<file path="config.mk">
export PLATFORM = sky130hd
export DESIGN_NAME = windowed_rms_decibel_meter
export DESIGN_NICKNAME = d
export VERILOG_FILES = /design/src/sv/wrms_pkg.sv /design/src/sv/wrms_datapath.sv /design/src/sv/wrms_ctrl.sv /design/src/sv/windowed_rms_decibel_meter.sv
export SDC_FILE = /design/constraint.sdc
export NUM_CORES = 2
export LEC_CHECK = 0
export BUFFER_PORTS_ARGS = -buffer_cell sky130_fd_sc_hd__buf_2
export CORE_AREA = 2 2 341 343
export CTS_CLUSTER_DIAMETER = 80
export DETAILED_ROUTE_END_ITERATION = 7
export DIE_AREA = 0 0 343 345
export PLACE_DENSITY = 0.68
export SKIP_LAST_GASP = 1
export SLEW_MARGIN = 20
export SYNTH_ARGS = -nofsm -noshare
export SYNTH_HDL_FRONTEND = slang
export SYNTH_SLANG_ARGS = --single-unit
</file>
<file path="constraint.sdc">
create_clock -name clk -period 8.1 [get_ports clk]
set_input_delay 1.62 -clock clk [delete_from_list [all_inputs] [get_ports clk]]
set_output_delay 1.62 -clock clk [all_outputs]
set_load 0.02 [all_outputs]
</file>
<file path="src/sv/wrms_pkg.sv">
// ----------------------------------------------------------------------------
// wrms_pkg - windowed rms level meter package
// Widths, constants, controller states and command/status bundles.
// ----------------------------------------------------------------------------
package wrms_pkg;

    localparam int SAMPLE_W   = 16;
    localparam int LEN_W      = 16;
    localparam int SUM_W      = 46;
    localparam int SQ_W       = 32;
    localparam int LEVEL_W    = 14;
    localparam int IDX_W      = 3;
    localparam int FRAC_W     = 24;
    localparam int MANT_Q     = 30;
    localparam int MANT_W     = MANT_Q + 1;
    localparam int EXP_W      = 6;
    localparam int LOG_W      = EXP_W + FRAC_W;
    localparam int SHCNT_W    = 6;
    localparam int ITER_W     = 5;
    localparam int MUL_W      = 32;
    localparam int PROD_W     = 2 * MUL_W;

    localparam int LOG_ITERS = 24;

    // 1000*log10(2) in q24 is 2^32 + LEVEL_K_LO
    localparam logic [MUL_W-1:0]   LEVEL_K_LO = 32'd755477964;
    localparam logic [LEVEL_W-1:0] LEVEL_MAX  = 14'h3FFF;

    localparam logic [LEN_W-1:0] WINDOW_LEN_RESET = 16'd2000;
    localparam int WINDOWS_PER_REPORT_DEF = 8;

    typedef enum logic [3:0] {
        ST_IDLE,
        ST_ACC,
        ST_ZCHK,
        ST_NORM,
        ST_SQ,
        ST_UPD,
        ST_LOGDONE,
        ST_DIFF,
        ST_MULK,
        ST_LVL,
        ST_EMIT
    } state_t;

    typedef struct packed {
        logic load_sample;
        logic accumulate;
        logic level_zero;
        logic log_load;
        logic log_src_len;
        logic norm_shift;
        logic mant_init;
        logic mul_sq;
        logic mant_upd;
        logic save_log_sum;
        logic diff;
        logic mul_level;
        logic level_calc;
        logic emit;
    } ctrl_cmd_t;

    typedef struct packed {
        logic window_end;
        logic sum_small;
        logic norm_top;
        logic iter_last;
        logic src_len;
    } ctrl_sts_t;

endpackage

</file>
<file path="src/sv/wrms_datapath.sv">
// ----------------------------------------------------------------------------
// wrms_datapath - accumulator, log2 unit and level scaling
// Holds the window state, a shared 32x32 multiplier and the result registers.
// ----------------------------------------------------------------------------
module wrms_datapath #(
    parameter int WINDOWS_PER_REPORT = wrms_pkg::WINDOWS_PER_REPORT_DEF
) (
    input  logic                           clk,
    input  logic                           rst_n,
    input  wrms_pkg::ctrl_cmd_t            cmd,
    output wrms_pkg::ctrl_sts_t            sts,
    input  logic                           cfg_we,
    input  logic [wrms_pkg::LEN_W-1:0]     cfg_data,
    input  logic [wrms_pkg::SAMPLE_W-1:0]  sample,
    output logic [wrms_pkg::LEVEL_W-1:0]   level_centi_db,
    output logic [wrms_pkg::IDX_W-1:0]     window_index,
    output logic                           last_window
);

    localparam int WC_W = (WINDOWS_PER_REPORT > 1) ? $clog2(WINDOWS_PER_REPORT) : 1;
    localparam logic [WC_W-1:0] WC_LAST = WC_W'(WINDOWS_PER_REPORT - 1);
    localparam int SUM_W  = wrms_pkg::SUM_W;
    localparam int MANT_W = wrms_pkg::MANT_W;
    localparam int MUL_W  = wrms_pkg::MUL_W;
    localparam int PROD_W = wrms_pkg::PROD_W;
    localparam int LEN_W  = wrms_pkg::LEN_W;
    localparam int SAMPLE_W_P1 = wrms_pkg::SAMPLE_W + 1;

    logic [LEN_W-1:0]                 window_len_reg;
    logic [SUM_W-1:0]                 sum_reg;
    logic [LEN_W-1:0]                 count_reg;
    logic [WC_W-1:0]                  wcnt_reg;
    logic [wrms_pkg::SQ_W-1:0]        sq_reg;
    logic [SUM_W-1:0]                 norm_reg;
    logic [wrms_pkg::SHCNT_W-1:0]     shcnt_reg;
    logic                             src_len_reg;
    logic [MANT_W-1:0]                mant_reg;
    logic [wrms_pkg::EXP_W-1:0]       exp_reg;
    logic [wrms_pkg::FRAC_W-1:0]      frac_reg;
    logic [wrms_pkg::ITER_W-1:0]      iter_reg;
    logic [PROD_W-1:0]                prod_reg;
    logic [wrms_pkg::LOG_W-1:0]       log_sum_reg;
    logic [wrms_pkg::LOG_W-1:0]       d_reg;
    logic [wrms_pkg::LEVEL_W-1:0]     level_reg;
    logic [wrms_pkg::LEVEL_W-1:0]     level_out_reg;
    logic [wrms_pkg::IDX_W-1:0]       index_out_reg;
    logic                             last_out_reg;

    logic [LEN_W-1:0]                 len_eff;
    logic [LEN_W-1:0]                 count_inc;
    logic [SAMPLE_W_P1-1:0]           mag;
    logic [2*SAMPLE_W_P1-1:0]         mag_sq;
    logic [MUL_W-1:0]                 mul_a;
    logic [MUL_W-1:0]                 mul_b;
    logic [PROD_W-1:0]                total;
    logic [LEN_W-1:0]                 lvl_hi;
    logic [WC_W+wrms_pkg::IDX_W-1:0]  wcnt_ext;

    // a zero window length acts as one
    assign len_eff   = (window_len_reg == '0) ? LEN_W'(1) : window_len_reg;
    assign count_inc = count_reg + LEN_W'(1);

    // sample magnitude and its square
    assign mag = sample[wrms_pkg::SAMPLE_W-1]
               ? (SAMPLE_W_P1'(1) << wrms_pkg::SAMPLE_W) - {1'b0, sample}
               : {1'b0, sample};
    assign mag_sq = mag * mag;

    // shared multiplier operands
    always_comb
    begin
        if (cmd.mul_level)
        begin
            mul_a = MUL_W'(d_reg);
            mul_b = wrms_pkg::LEVEL_K_LO;
        end
        else
        begin
            mul_a = MUL_W'(mant_reg);
            mul_b = MUL_W'(mant_reg);
        end
    end

    // d*k + half, with the 2^32 part of k added as a shift
    assign total  = {2'b00, d_reg, 32'h0} + prod_reg + (PROD_W'(1) << 47);
    assign lvl_hi = total[PROD_W-1 -: LEN_W];

    assign wcnt_ext = {{wrms_pkg::IDX_W{1'b0}}, wcnt_reg};

    assign sts.window_end = (count_inc >= len_eff);
    assign sts.sum_small  = (sum_reg <= SUM_W'(len_eff));
    assign sts.norm_top   = norm_reg[SUM_W-1];
    assign sts.iter_last  = (iter_reg == wrms_pkg::ITER_W'(wrms_pkg::LOG_ITERS - 1));
    assign sts.src_len    = src_len_reg;

    // window state; the sum and counters clear at reset, the window length loads its default
    always_ff @(posedge clk or negedge rst_n)
    begin
        if (!rst_n)
        begin
            window_len_reg <= wrms_pkg::WINDOW_LEN_RESET;
            sum_reg        <= '0;
            count_reg      <= '0;
            wcnt_reg       <= '0;
        end
        else
        begin
            if (cfg_we)
                window_len_reg <= cfg_data;
            if (cmd.accumulate)
            begin
                sum_reg   <= sum_reg + SUM_W'(sq_reg);
                count_reg <= count_inc;
            end
            if (cmd.emit)
            begin
                sum_reg   <= '0;
                count_reg <= '0;
                wcnt_reg  <= (wcnt_reg == WC_LAST) ? '0 : wcnt_reg + WC_W'(1);
            end
        end
    end

    // working registers of the log unit and result
    always_ff @(posedge clk)
    begin
        if (cmd.load_sample)
            sq_reg <= mag_sq[wrms_pkg::SQ_W-1:0];
        if (cmd.log_load)
        begin
            norm_reg    <= cmd.log_src_len ? SUM_W'(len_eff) : sum_reg;
            shcnt_reg   <= '0;
            src_len_reg <= cmd.log_src_len;
        end
        if (cmd.norm_shift)
        begin
            norm_reg  <= norm_reg << 1;
            shcnt_reg <= shcnt_reg + wrms_pkg::SHCNT_W'(1);
        end
        if (cmd.mant_init)
        begin
            mant_reg <= norm_reg[SUM_W-1 -: MANT_W];
            exp_reg  <= wrms_pkg::EXP_W'(SUM_W - 1) - shcnt_reg;
            frac_reg <= '0;
            iter_reg <= '0;
        end
        if (cmd.mul_sq || cmd.mul_level)
            prod_reg <= mul_a * mul_b;
        if (cmd.mant_upd)
        begin
            // squared mantissa at or above two gives a one bit
            if (prod_reg[2*MANT_W-1])
            begin
                mant_reg <= prod_reg[2*MANT_W-1 -: MANT_W];
                frac_reg <= {frac_reg[wrms_pkg::FRAC_W-2:0], 1'b1};
            end
            else
            begin
                mant_reg <= prod_reg[2*MANT_W-2 -: MANT_W];
                frac_reg <= {frac_reg[wrms_pkg::FRAC_W-2:0], 1'b0};
            end
            iter_reg <= iter_reg + wrms_pkg::ITER_W'(1);
        end
        if (cmd.save_log_sum)
            log_sum_reg <= {exp_reg, frac_reg};
        if (cmd.diff)
            d_reg <= log_sum_reg - {exp_reg, frac_reg};
        if (cmd.level_calc)
            level_reg <= (|lvl_hi[LEN_W-1:wrms_pkg::LEVEL_W])
                       ? wrms_pkg::LEVEL_MAX : lvl_hi[wrms_pkg::LEVEL_W-1:0];
        if (cmd.level_zero)
            level_reg <= '0;
        if (cmd.emit)
        begin
            level_out_reg <= level_reg;
            index_out_reg <= wcnt_ext[wrms_pkg::IDX_W-1:0];
            last_out_reg  <= (wcnt_reg == WC_LAST);
        end
    end

    assign level_centi_db = level_out_reg;
    assign window_index   = index_out_reg;
    assign last_window    = last_out_reg;

endmodule

</file>
<file path="src/sv/wrms_ctrl.sv">
// ----------------------------------------------------------------------------
// wrms_ctrl - sequencer of the level meter
// Steps accumulation, the two log2 evaluations (or a zero level), scaling and result transfer.
// ----------------------------------------------------------------------------
module wrms_ctrl (
    input  logic                 clk,
    input  logic                 rst_n,
    input  logic                 sample_valid,
    output logic                 sample_ready,
    output logic                 level_valid,
    input  logic                 level_ready,
    input  wrms_pkg::ctrl_sts_t  sts,
    output wrms_pkg::ctrl_cmd_t  cmd
);

    wrms_pkg::state_t state_reg;
    wrms_pkg::state_t state_next;
    logic             out_valid_reg;
    logic             out_valid_next;

    always_ff @(posedge clk or negedge rst_n)
    begin
        if (!rst_n)
        begin
            state_reg     <= wrms_pkg::ST_IDLE;
            out_valid_reg <= 1'b0;
        end
        else
        begin
            state_reg     <= state_next;
            out_valid_reg <= out_valid_next;
        end
    end

    always_comb
    begin
        state_next   = state_reg;
        cmd          = '0;
        sample_ready = 1'b0;
        unique case (state_reg)
            wrms_pkg::ST_IDLE:
            begin
                sample_ready = 1'b1;
                if (sample_valid)
                begin
                    cmd.load_sample = 1'b1;
                    state_next      = wrms_pkg::ST_ACC;
                end
            end
            wrms_pkg::ST_ACC:
            begin
                cmd.accumulate = 1'b1;
                state_next = sts.window_end ? wrms_pkg::ST_ZCHK : wrms_pkg::ST_IDLE;
            end
            wrms_pkg::ST_ZCHK:
            begin
                if (sts.sum_small)
                begin
                    cmd.level_zero = 1'b1;
                    state_next     = wrms_pkg::ST_EMIT;
                end
                else
                begin
                    cmd.log_load = 1'b1;
                    state_next   = wrms_pkg::ST_NORM;
                end
            end
            wrms_pkg::ST_NORM:
            begin
                if (sts.norm_top)
                begin
                    cmd.mant_init = 1'b1;
                    state_next    = wrms_pkg::ST_SQ;
                end
                else
                    cmd.norm_shift = 1'b1;
            end
            wrms_pkg::ST_SQ:
            begin
                cmd.mul_sq = 1'b1;
                state_next = wrms_pkg::ST_UPD;
            end
            wrms_pkg::ST_UPD:
            begin
                cmd.mant_upd = 1'b1;
                state_next = sts.iter_last ? wrms_pkg::ST_LOGDONE : wrms_pkg::ST_SQ;
            end
            wrms_pkg::ST_LOGDONE:
            begin
                if (sts.src_len)
                    state_next = wrms_pkg::ST_DIFF;
                else
                begin
                    // log of the sum is done, start on the window length
                    cmd.save_log_sum = 1'b1;
                    cmd.log_load     = 1'b1;
                    cmd.log_src_len  = 1'b1;
                    state_next       = wrms_pkg::ST_NORM;
                end
            end
            wrms_pkg::ST_DIFF:
            begin
                cmd.diff   = 1'b1;
                state_next = wrms_pkg::ST_MULK;
            end
            wrms_pkg::ST_MULK:
            begin
                cmd.mul_level = 1'b1;
                state_next    = wrms_pkg::ST_LVL;
            end
            wrms_pkg::ST_LVL:
            begin
                cmd.level_calc = 1'b1;
                state_next     = wrms_pkg::ST_EMIT;
            end
            wrms_pkg::ST_EMIT:
            begin
                if (!out_valid_reg || level_ready)
                begin
                    cmd.emit   = 1'b1;
                    state_next = wrms_pkg::ST_IDLE;
                end
            end
            default:
                state_next = wrms_pkg::ST_IDLE;
        endcase
    end

    always_comb
    begin
        if (cmd.emit)
            out_valid_next = 1'b1;
        else if (level_ready)
            out_valid_next = 1'b0;
        else
            out_valid_next = out_valid_reg;
    end

    assign level_valid = out_valid_reg;

endmodule

</file>
<file path="src/sv/windowed_rms_decibel_meter.sv">
// ----------------------------------------------------------------------------
// windowed_rms_decibel_meter - windowed rms level meter in centi-decibels
// Sums squared samples over a window and reports 10*log10 of the mean square.
// ----------------------------------------------------------------------------
// Each sample transfer is captured and squared, then accumulated; samples are
// not taken during the accumulate step. When a window closes with a mean
// square of at most one, a level of zero is emitted directly; otherwise the
// block computes a q24 log2 of the sum and of the window length in one shared
// log unit, each log being a one-bit-per-cycle normalize loop followed by 24
// square-and-test iterations on the shared 32x32 multiplier, and then runs
// the difference, scaling and output steps. Samples are not taken during that
// time. A finished level sits in an output register, so sampling resumes while
// it waits to be taken; a second level only waits if the first is still held.
// window_len is to be written through its own port only while the block is
// idle; the block itself does not enforce this. Zero acts as one.
// level_centi_db is rounded and may be off by one unit.
// ----------------------------------------------------------------------------
module windowed_rms_decibel_meter #(
    parameter int WINDOWS_PER_REPORT = wrms_pkg::WINDOWS_PER_REPORT_DEF
) (
    input  logic                           clk,
    input  logic                           rst_n,
    // sample channel
    input  logic                           sample_valid,
    output logic                           sample_ready,
    input  logic [wrms_pkg::SAMPLE_W-1:0]  sample,
    // level channel
    output logic                           level_valid,
    input  logic                           level_ready,
    output logic [wrms_pkg::LEVEL_W-1:0]   level_centi_db,
    output logic [wrms_pkg::IDX_W-1:0]     window_index,
    output logic                           last_window,
    // configuration write channel
    input  logic                           cfg_valid,
    output logic                           cfg_ready,
    input  logic [wrms_pkg::LEN_W-1:0]     window_len
);

    localparam logic [wrms_pkg::IDX_W-1:0] LAST_IDX =
        wrms_pkg::IDX_W'(WINDOWS_PER_REPORT - 1);

    wrms_pkg::ctrl_cmd_t cmd;
    wrms_pkg::ctrl_sts_t sts;

    // register writes are always taken
    assign cfg_ready = 1'b1;

    // sequencer: owns the handshakes and steps the datapath
    wrms_ctrl u_ctrl (
        .clk          (clk),
        .rst_n        (rst_n),
        .sample_valid (sample_valid),
        .sample_ready (sample_ready),
        .level_valid  (level_valid),
        .level_ready  (level_ready),
        .sts          (sts),
        .cmd          (cmd)
    );

    // datapath: accumulator, log unit, scaling and output payload
    wrms_datapath #(
        .WINDOWS_PER_REPORT (WINDOWS_PER_REPORT)
    ) u_datapath (
        .clk            (clk),
        .rst_n          (rst_n),
        .cmd            (cmd),
        .sts            (sts),
        .cfg_we         (cfg_valid & cfg_ready),
        .cfg_data       (window_len),
        .sample         (sample),
        .level_centi_db (level_centi_db),
        .window_index   (window_index),
        .last_window    (last_window)
    );

`ifndef SYNTHESIS
    // the flagged window is the last position of a report
    a_last_index: assert property (@(posedge clk) disable iff (!rst_n)
        level_valid && last_window |-> window_index == LAST_IDX)
        else $error("last window flagged at a wrong index");

    // a sample transfer is followed by an accumulate cycle
    a_busy_after_sample: assert property (@(posedge clk) disable iff (!rst_n)
        sample_valid && sample_ready |=> !sample_ready)
        else $error("sample taken during accumulate cycle");
`endif

endmodule
</file>
# ---- Word level (Yosys, flattened, before mapping)
# Index checks and enable logic that the tools add are counted.
dict set report word_totals {
  inputBits 37
  elab_cells 117
  out_inout_bits 21
  regBits 393
}
dict set report classes {
  reduce_logical 11
  muxes 55
  n_mul 2
  n_eq_ne 15
  add_sub_neg 10
  n_lt_le_gt_ge 2
}
# cell count
set op_table {}
lappend op_table {{$mux W46} 5}
lappend op_table {{$mux W31} 5}
lappend op_table {{$add A62 B64 Y64} 1}
lappend op_table {{$add A64 B48 Y64 const B} 1}
lappend op_table {{$mul A32 B32 Y64} 1}
lappend op_table {{$mux W16} 3}
lappend op_table {{$mux W24} 2}
lappend op_table {{$add A46 B32 Y46} 1}
lappend op_table {{$le A46 B16 Y1} 1}
lappend op_table {{$pmux W4 S11} 1}
lappend op_table {{$mul A17 B17 Y32} 1}
lappend op_table {{$sub A30 B30 Y30} 1}
lappend op_table {{$mux W1} 22}
lappend op_table {{$mux W17} 1}
lappend op_table {{$sub A17 B16 Y17 const A} 1}
lappend op_table {{$add A16 B1 Y16 const B} 1}
lappend op_table {{$eq A4 B3 Y1 const B} 4}
lappend op_table {{$ge A16 B16 Y1} 1}
lappend op_table {{$logic_not A16 Y1} 1}
lappend op_table {{$mux W4} 4}
lappend op_table {{$mux W14} 1}
lappend op_table {{$eq A4 B4 Y1 const B} 3}
lappend op_table {{$mux W6} 2}
lappend op_table {{$mux W5} 2}
lappend op_table {{other kinds (19)} 29}

# ---- Longest topological paths before layout
dict set report depth {
  depth_word 7
  mapped_depth 35
  depth_no_buf 33
}

# ---- Modules after synthesis
# A second synthesis with hierarchy kept.
dict set report hier_totals {
  cells_unflattened 5838
  area_unflattened_um2 56750.7
}
# mod seq_area_each_um2 cells_per_inst n_inst area_each_um2
set modules_own_cells {}
lappend modules_own_cells {wrms_datapath 10112.2 5778 1 56276.5}
lappend modules_own_cells {wrms_ctrl 125.1 58 1 462.9}
lappend modules_own_cells {windowed_rms_decibel_meter 0.0 2 1 11.3}

# ---- Worst setup path before layout
# Ideal clock, no wire load.
dict set report synth_path {
  path_type {input-to-reg}
  from {input sample[3] in the netlist's numbering}
  to {register u_datapath.sq_reg[30] in the netlist's numbering, data pin}
  t_required_ns 7.837
  slack_ns -0.952
  path_buffers 0
  t_arrival_ns 8.790
  setup_ns 0.263
  stages 28
  cell_sequence {or4_1 > or3_4 > o31ai_1 > xor2_1 > inv_2 > nand2_1 > inv_1 > fa_1 > fa_1 > inv_1 > fa_1 > inv_1 > fa_1 > inv_1 > fa_1 > inv_1 > fa_1 > ha_1 > a21o_1 > a21o_1 > a21oi_1 > nor2b_1 > a41o_1 > a41o_1 > a41o_1 > o41a_1 > a311oi_1 > xnor2_1}
}
dict set report synth_via {
  elab_chain_cells 3
}
# element line_no
set synth_rtl {}
lappend synth_rtl {{start, declared} windowed_rms_decibel_meter.sv:26} ;# input logic [wrms_pkg::SAMPLE_W-1:0] sample,
lappend synth_rtl {{$sub A17 B16 Y17} wrms_datapath.sv:65} ;# ? (SAMPLE_W_P1'(1) << wrms_pkg::SAMPLE_W) - {1'b0, sample}
lappend synth_rtl {{$mux W17 (*)} wrms_datapath.sv:65}
lappend synth_rtl {{$mul A17 B17 Y32 (*)} wrms_datapath.sv:67} ;# assign mag_sq = mag * mag;
lappend synth_rtl {{via u_datapath.mag_sq[30]} wrms_datapath.sv:52} ;# logic [2*SAMPLE_W_P1-1:0] mag_sq;
lappend synth_rtl {{end signal, assigned} wrms_datapath.sv:128} ;# sq_reg <= mag_sq[wrms_pkg::SQ_W-1:0];
lappend synth_rtl {{end, declared} wrms_datapath.sv:33} ;# logic [wrms_pkg::SQ_W-1:0] sq_reg;
# Mark *: on every way through the listed nets, which the timed path passes. The rest lies on a longest branch.
# A chain may end at the register's enable or synchronous reset.

# ---- Worst setup path in the final report
dict set report layout_path {
  from {register u_ctrl.state_reg[0]}
  to {register u_datapath.prod_reg[59], data pin}
}
dict set report layout_via {
  elab_chain_cells 4
  elab_cells_between_ends 5
  cone_classes {mul: 1; eq/ne: 1; mux: 3}
}
# element line_no
set layout_rtl {}
lappend layout_rtl {{start, declared} wrms_ctrl.sv:16} ;# wrms_pkg::state_t state_reg;
lappend layout_rtl {{start signal, assigned} wrms_ctrl.sv:25} ;# state_reg <= wrms_pkg::ST_IDLE;
lappend layout_rtl {{start signal, assigned} wrms_ctrl.sv:30} ;# state_reg <= state_next;
lappend layout_rtl {{$eq A4 B4 Y1 (*)} wrms_ctrl.sv:40} ;# unique case (state_reg)
lappend layout_rtl {{$mux W1 (*)} wrms_ctrl.sv:40}
lappend layout_rtl {{$mux W31} wrms_datapath.sv:72} ;# if (cmd.mul_level)
lappend layout_rtl {{$mul A32 B32 Y64 (*)} wrms_datapath.sv:148} ;# prod_reg <= mul_a * mul_b;
lappend layout_rtl {{end signal, assigned} wrms_datapath.sv:148}
lappend layout_rtl {{end, declared} wrms_datapath.sv:41} ;# logic [PROD_W-1:0] prod_reg;
# Every way passes the cells marked *; elsewhere a longest branch is shown, timed or not.

==> impl_metrics.json <==
{
  "status": "complete, but fails checks",
  "violations": "setup timing",
  "r2r_setup_slack_ns": -0.74,
  "final_max_slew_viol_count": 0,
  "wl_met3_mm": 16.08,
  "gp_congestion": 1.055,
  "hold_depth": 0,
  "cts_tree": "done",
  "cts_made_buffers": 39,
  "p_total_mw": 15.44,
  "dieArea_um2": 118300,
  "cp_common_cell": "fa_1",
  "die_x_um": 343,
  "syn_to_final_growth_pct": 17.62,
  "grt_pass1_wl_mm": 282.9,
  "crit_family": "adder cells",
  "clock_latency_ns": 0.56,
  "dpl-instance-area_um2": 64190,
  "ys_warn_count": 0,
  "netlist_area_um2": 56840,
  "timing.final.ws_setup_ns": -0.7432,
  "regArea_um2": 10300,
  "drive_above_1_share_pct": 17.42,
  "viasPerCell": 5.534,
  "wl_met2_mm": 85.90,
  "fp.dieH_um": 345,
  "reg2reg_depth": 29,
  "rows": 125,
  "yosysSeqAreaShare_pct": 18.12,
  "hp-class": "reg -> reg",
  "syn_avg_cell_area_um2": 9.630,
  "ir_drop_mv": 0.7012,
  "cts.clk_slew.worst_paths_ns": 0.07,
  "ant_nets": 0,
  "synthFlopType": "edfxtp_1",
  "hp-start": "u_datapath.level_reg[6]",
  "cts_root_buf": "clkbuf_16",
  "intPower_mw": 9.204,
  "fmax_ghz": 0.1131,
  "clkPwrFrac_pct": 11.2,
  "tightest_slew_ns": 1.060,
  "maxCapViolCount": 0,
  "path_class": "reg -> reg",
  "nets": 8112,
  "post_drt_wl_per_cell_um": 22.79,
  "cp-end-kind": "register",
  "drt_iter0_markers": 3837,
  "final_area_um2": 66850,
  "coreArea_um2": 115100,
  "synth_cell_type_count": 87,
  "path_buf_inv": 9,
  "grt_setup_unrepaired": "yes",
  "slew-limit-headroom_pct": 29.35,
  "track_usage_pct": 31.61,
  "grt.overflow.total": 0,
  "met1_length_mm": 70.10,
  "rr_endpoint": "u_datapath.prod_reg[59]",
  "p_sw_mw": 6.237,
  "numPortBuffers": 56,
  "crit_fanout": 18,
  "min_period_ns": 8.843,
  "async_flop_share_pct": 23.76,
  "required_ns": 8.38,
  "crit_slowest_cell": "or4b_4",
  "cts_buffer_depth": 3,
  "wl_mm": 184.3,
  "cpPeakStageDelay_ns": 0.57,
  "hold_buffers": 0,
  "yosys_register_bits": 362,
  "drc": 0,
  "grt_max_degree": 88,
  "initial_core_util_pct": 49.38,
  "reg2reg_from": "u_ctrl.state_reg[0]",
  "top_layer_used": "met5",
  "setup_violations": 41,
  "startpoint_type": "register",
  "min_to": "u_datapath.level_centi_db[6]",
  "powerDensity_nw_per_um2": 231.0,
  "vias": 44750,
  "io_pins": 58,
  "hold_viol_final": 0,
  "multi_input_area_um2": 42110,
  "cts-htree-levels": 2,
  "leakagePower_nw": 33.53,
  "synth-edff-count": 261,
  "hpwl_mm": 152.7,
  "seqPwrFrac_pct": 15.9,
  "firstDrtPassIters": 8,
  "worst_ep_arrival_time_ns": 9.12,
  "grt_pass1_vias": 47770,
  "fill_cells": 10060,
  "antenna_found_initial": 4,
  "synthesis.instances": 5902,
  "skew_ns": 0.03047,
  "pwr-share-comb_pct": 72.9,
  "cts.sinks": 362,
  "timing.final.crit_share_pct": 109.2,
  "p_sw_share_pct": 40.39
}
[logic make-up (layout without fill, tap and decap cells)]
| family | count (synthesis) | after routing | share of synthesized area [%] |
|---|---|---|---|
| AO/OA/AOI/OAI | 672 | 672 | 7.883 |
| XOR/XNOR | 172 | 172 | 2.677 |
| adder cells (fa/ha/maj) | 1547 | 1547 | 47.67 |
| buffers and inverters | 1490 | 2111 | 9.851 |
| flip-flops | 362 | 362 | 18.12 |
| multiplexers | 41 | 41 | 0.7243 |
| other | 2 | 40 | 0.01321 |
| AND/OR/NAND/NOR | 1616 | 1616 | 13.06 |
[cells in the final DEF, fill, tap and decap left out, drive strengths merged, types with 80 or more instances in the layout]
| cell type | instances |
|---|---|
| dfrtp | 80 |
| nand2 | 674 |
| nor2 | 396 |
| o21ai | 183 |
| and3 | 255 |
| xnor2 | 100 |
| ha | 516 |
| edfxtp | 261 |
| a21o | 104 |
| fa | 1031 |
| a21oi | 160 |
| buf | 790 |
| inv | 1236 |
[layer usage]
layer / GRT usage (%) / vias to the layer above
met1: 39.84 / 22450
met5: 0 / -
met3: 6.561 / 540
met4: 16.51 / 4
met2: 51.25 / 1907
li1: - / 19840
[cell type report]
cell class | instances | share of cell area (%)
Sequential cell | 362 | 15.40
Clock buffer | 49 | 1.546
Inverter | 1246 | 7.054
Timing Repair Buffer | 795 | 9.875
Clock inverter | 21 | 0.2620
Tap cell | 1524 | 2.852
Antenna cell | 4 | 0.01497
Multi-Input combinational cell | 4084 | 62.99
[worst max path at each step]
stage                              from  cells after the start                 endpoint
finish              u_ctrl.state_reg[0]                     29  u_datapath.prod_reg[59]
global placement    u_ctrl.state_reg[1]                     29  u_datapath.prod_reg[59]
floorplan                     sample[3]                     28    u_datapath.sq_reg[30]
detailed placement  u_ctrl.state_reg[1]                     29  u_datapath.prod_reg[53]
CTS                 u_ctrl.state_reg[0]                     30  u_datapath.prod_reg[57]
global route        u_ctrl.state_reg[0]                     33  u_datapath.prod_reg[59]
[cell usage after synthesis (8+ instances only)]
library cell	count	area, µm²
nand2_1	673	2526
edfxtp_1	261	7838
nor4_1	17	106.4
and3_1	255	1595
mux2i_1	40	400.4
o21ai_0	171	855.8
fa_1	1031	20640
xnor2_1	99	867.1
clkinv_1	14	52.55
a31oi_1	16	100.1
nand2b_1	45	281.5
o21bai_1	12	90.09
o21a_1	15	112.6
o211ai_1	17	127.6
nand4_1	27	168.9
or3_1	12	75.07
a41o_1	8	80.08
o221a_2	14	157.7
a21o_1	104	780.8
a211oi_1	17	127.6
a222oi_1	15	150.1
a22o_1	31	271.5
a21oi_1	159	795.8
buf_1	8	30.03
clkbuf_1	233	874.6
dfrtp_1	80	2002
dfxtp_1	15	300.3
nor2b_1	24	150.1
o21ai_1	10	50.05
and4_1	9	78.83
nor2_1	394	1479
o31ai_1	10	75.07
and2_1	28	175.2
inv_1	1228	4609
ha_1	516	6456
nor3_1	29	145.1
xor2_1	71	621.9
nand3_1	61	305.3
or2_2	17	106.4
[power by group through the flow]
stage                     clock, mW  sequential, mW  combinational [mW]
after floorplan                   0            2.49                6.45
after global placement            0            2.49                9.82
after detailed placement          0            2.49                10.0
after CTS                      1.75            2.45                10.3
after global routing           1.82            2.45                12.6
final                          1.73            2.45                11.3
[what timing repair did]
| action | 4_1_cts | 5_1_grt |
|---|---|---|
| gates resized for setup | 125 | 112 |
| buffers inserted | 29 | 21 |
| pin swaps | 125 | 98 |
| gates cloned | 5 | 0 |
| setup endpoints to repair | 41 | 46 |
[stage by stage]
step           TNS, ns  util, %  cells  setup WS, ns  hold slack, ns
2_1_floorplan   -2.131        -   5936       -0.6369          0.4093
3_3_place_gp    -32.74    55.76   7964        -1.035          0.4278
3_5_place_dp    -36.86    55.76   7964        -1.119          0.4190
4_1_cts         -19.46    57.58   8064       -0.7535          0.4457
5_1_grt         -29.00    58.07   8082       -0.9673          0.4548
6_report        -19.85    58.07   8085       -0.7432          0.4435
Power figures use the tool's default switching activity.
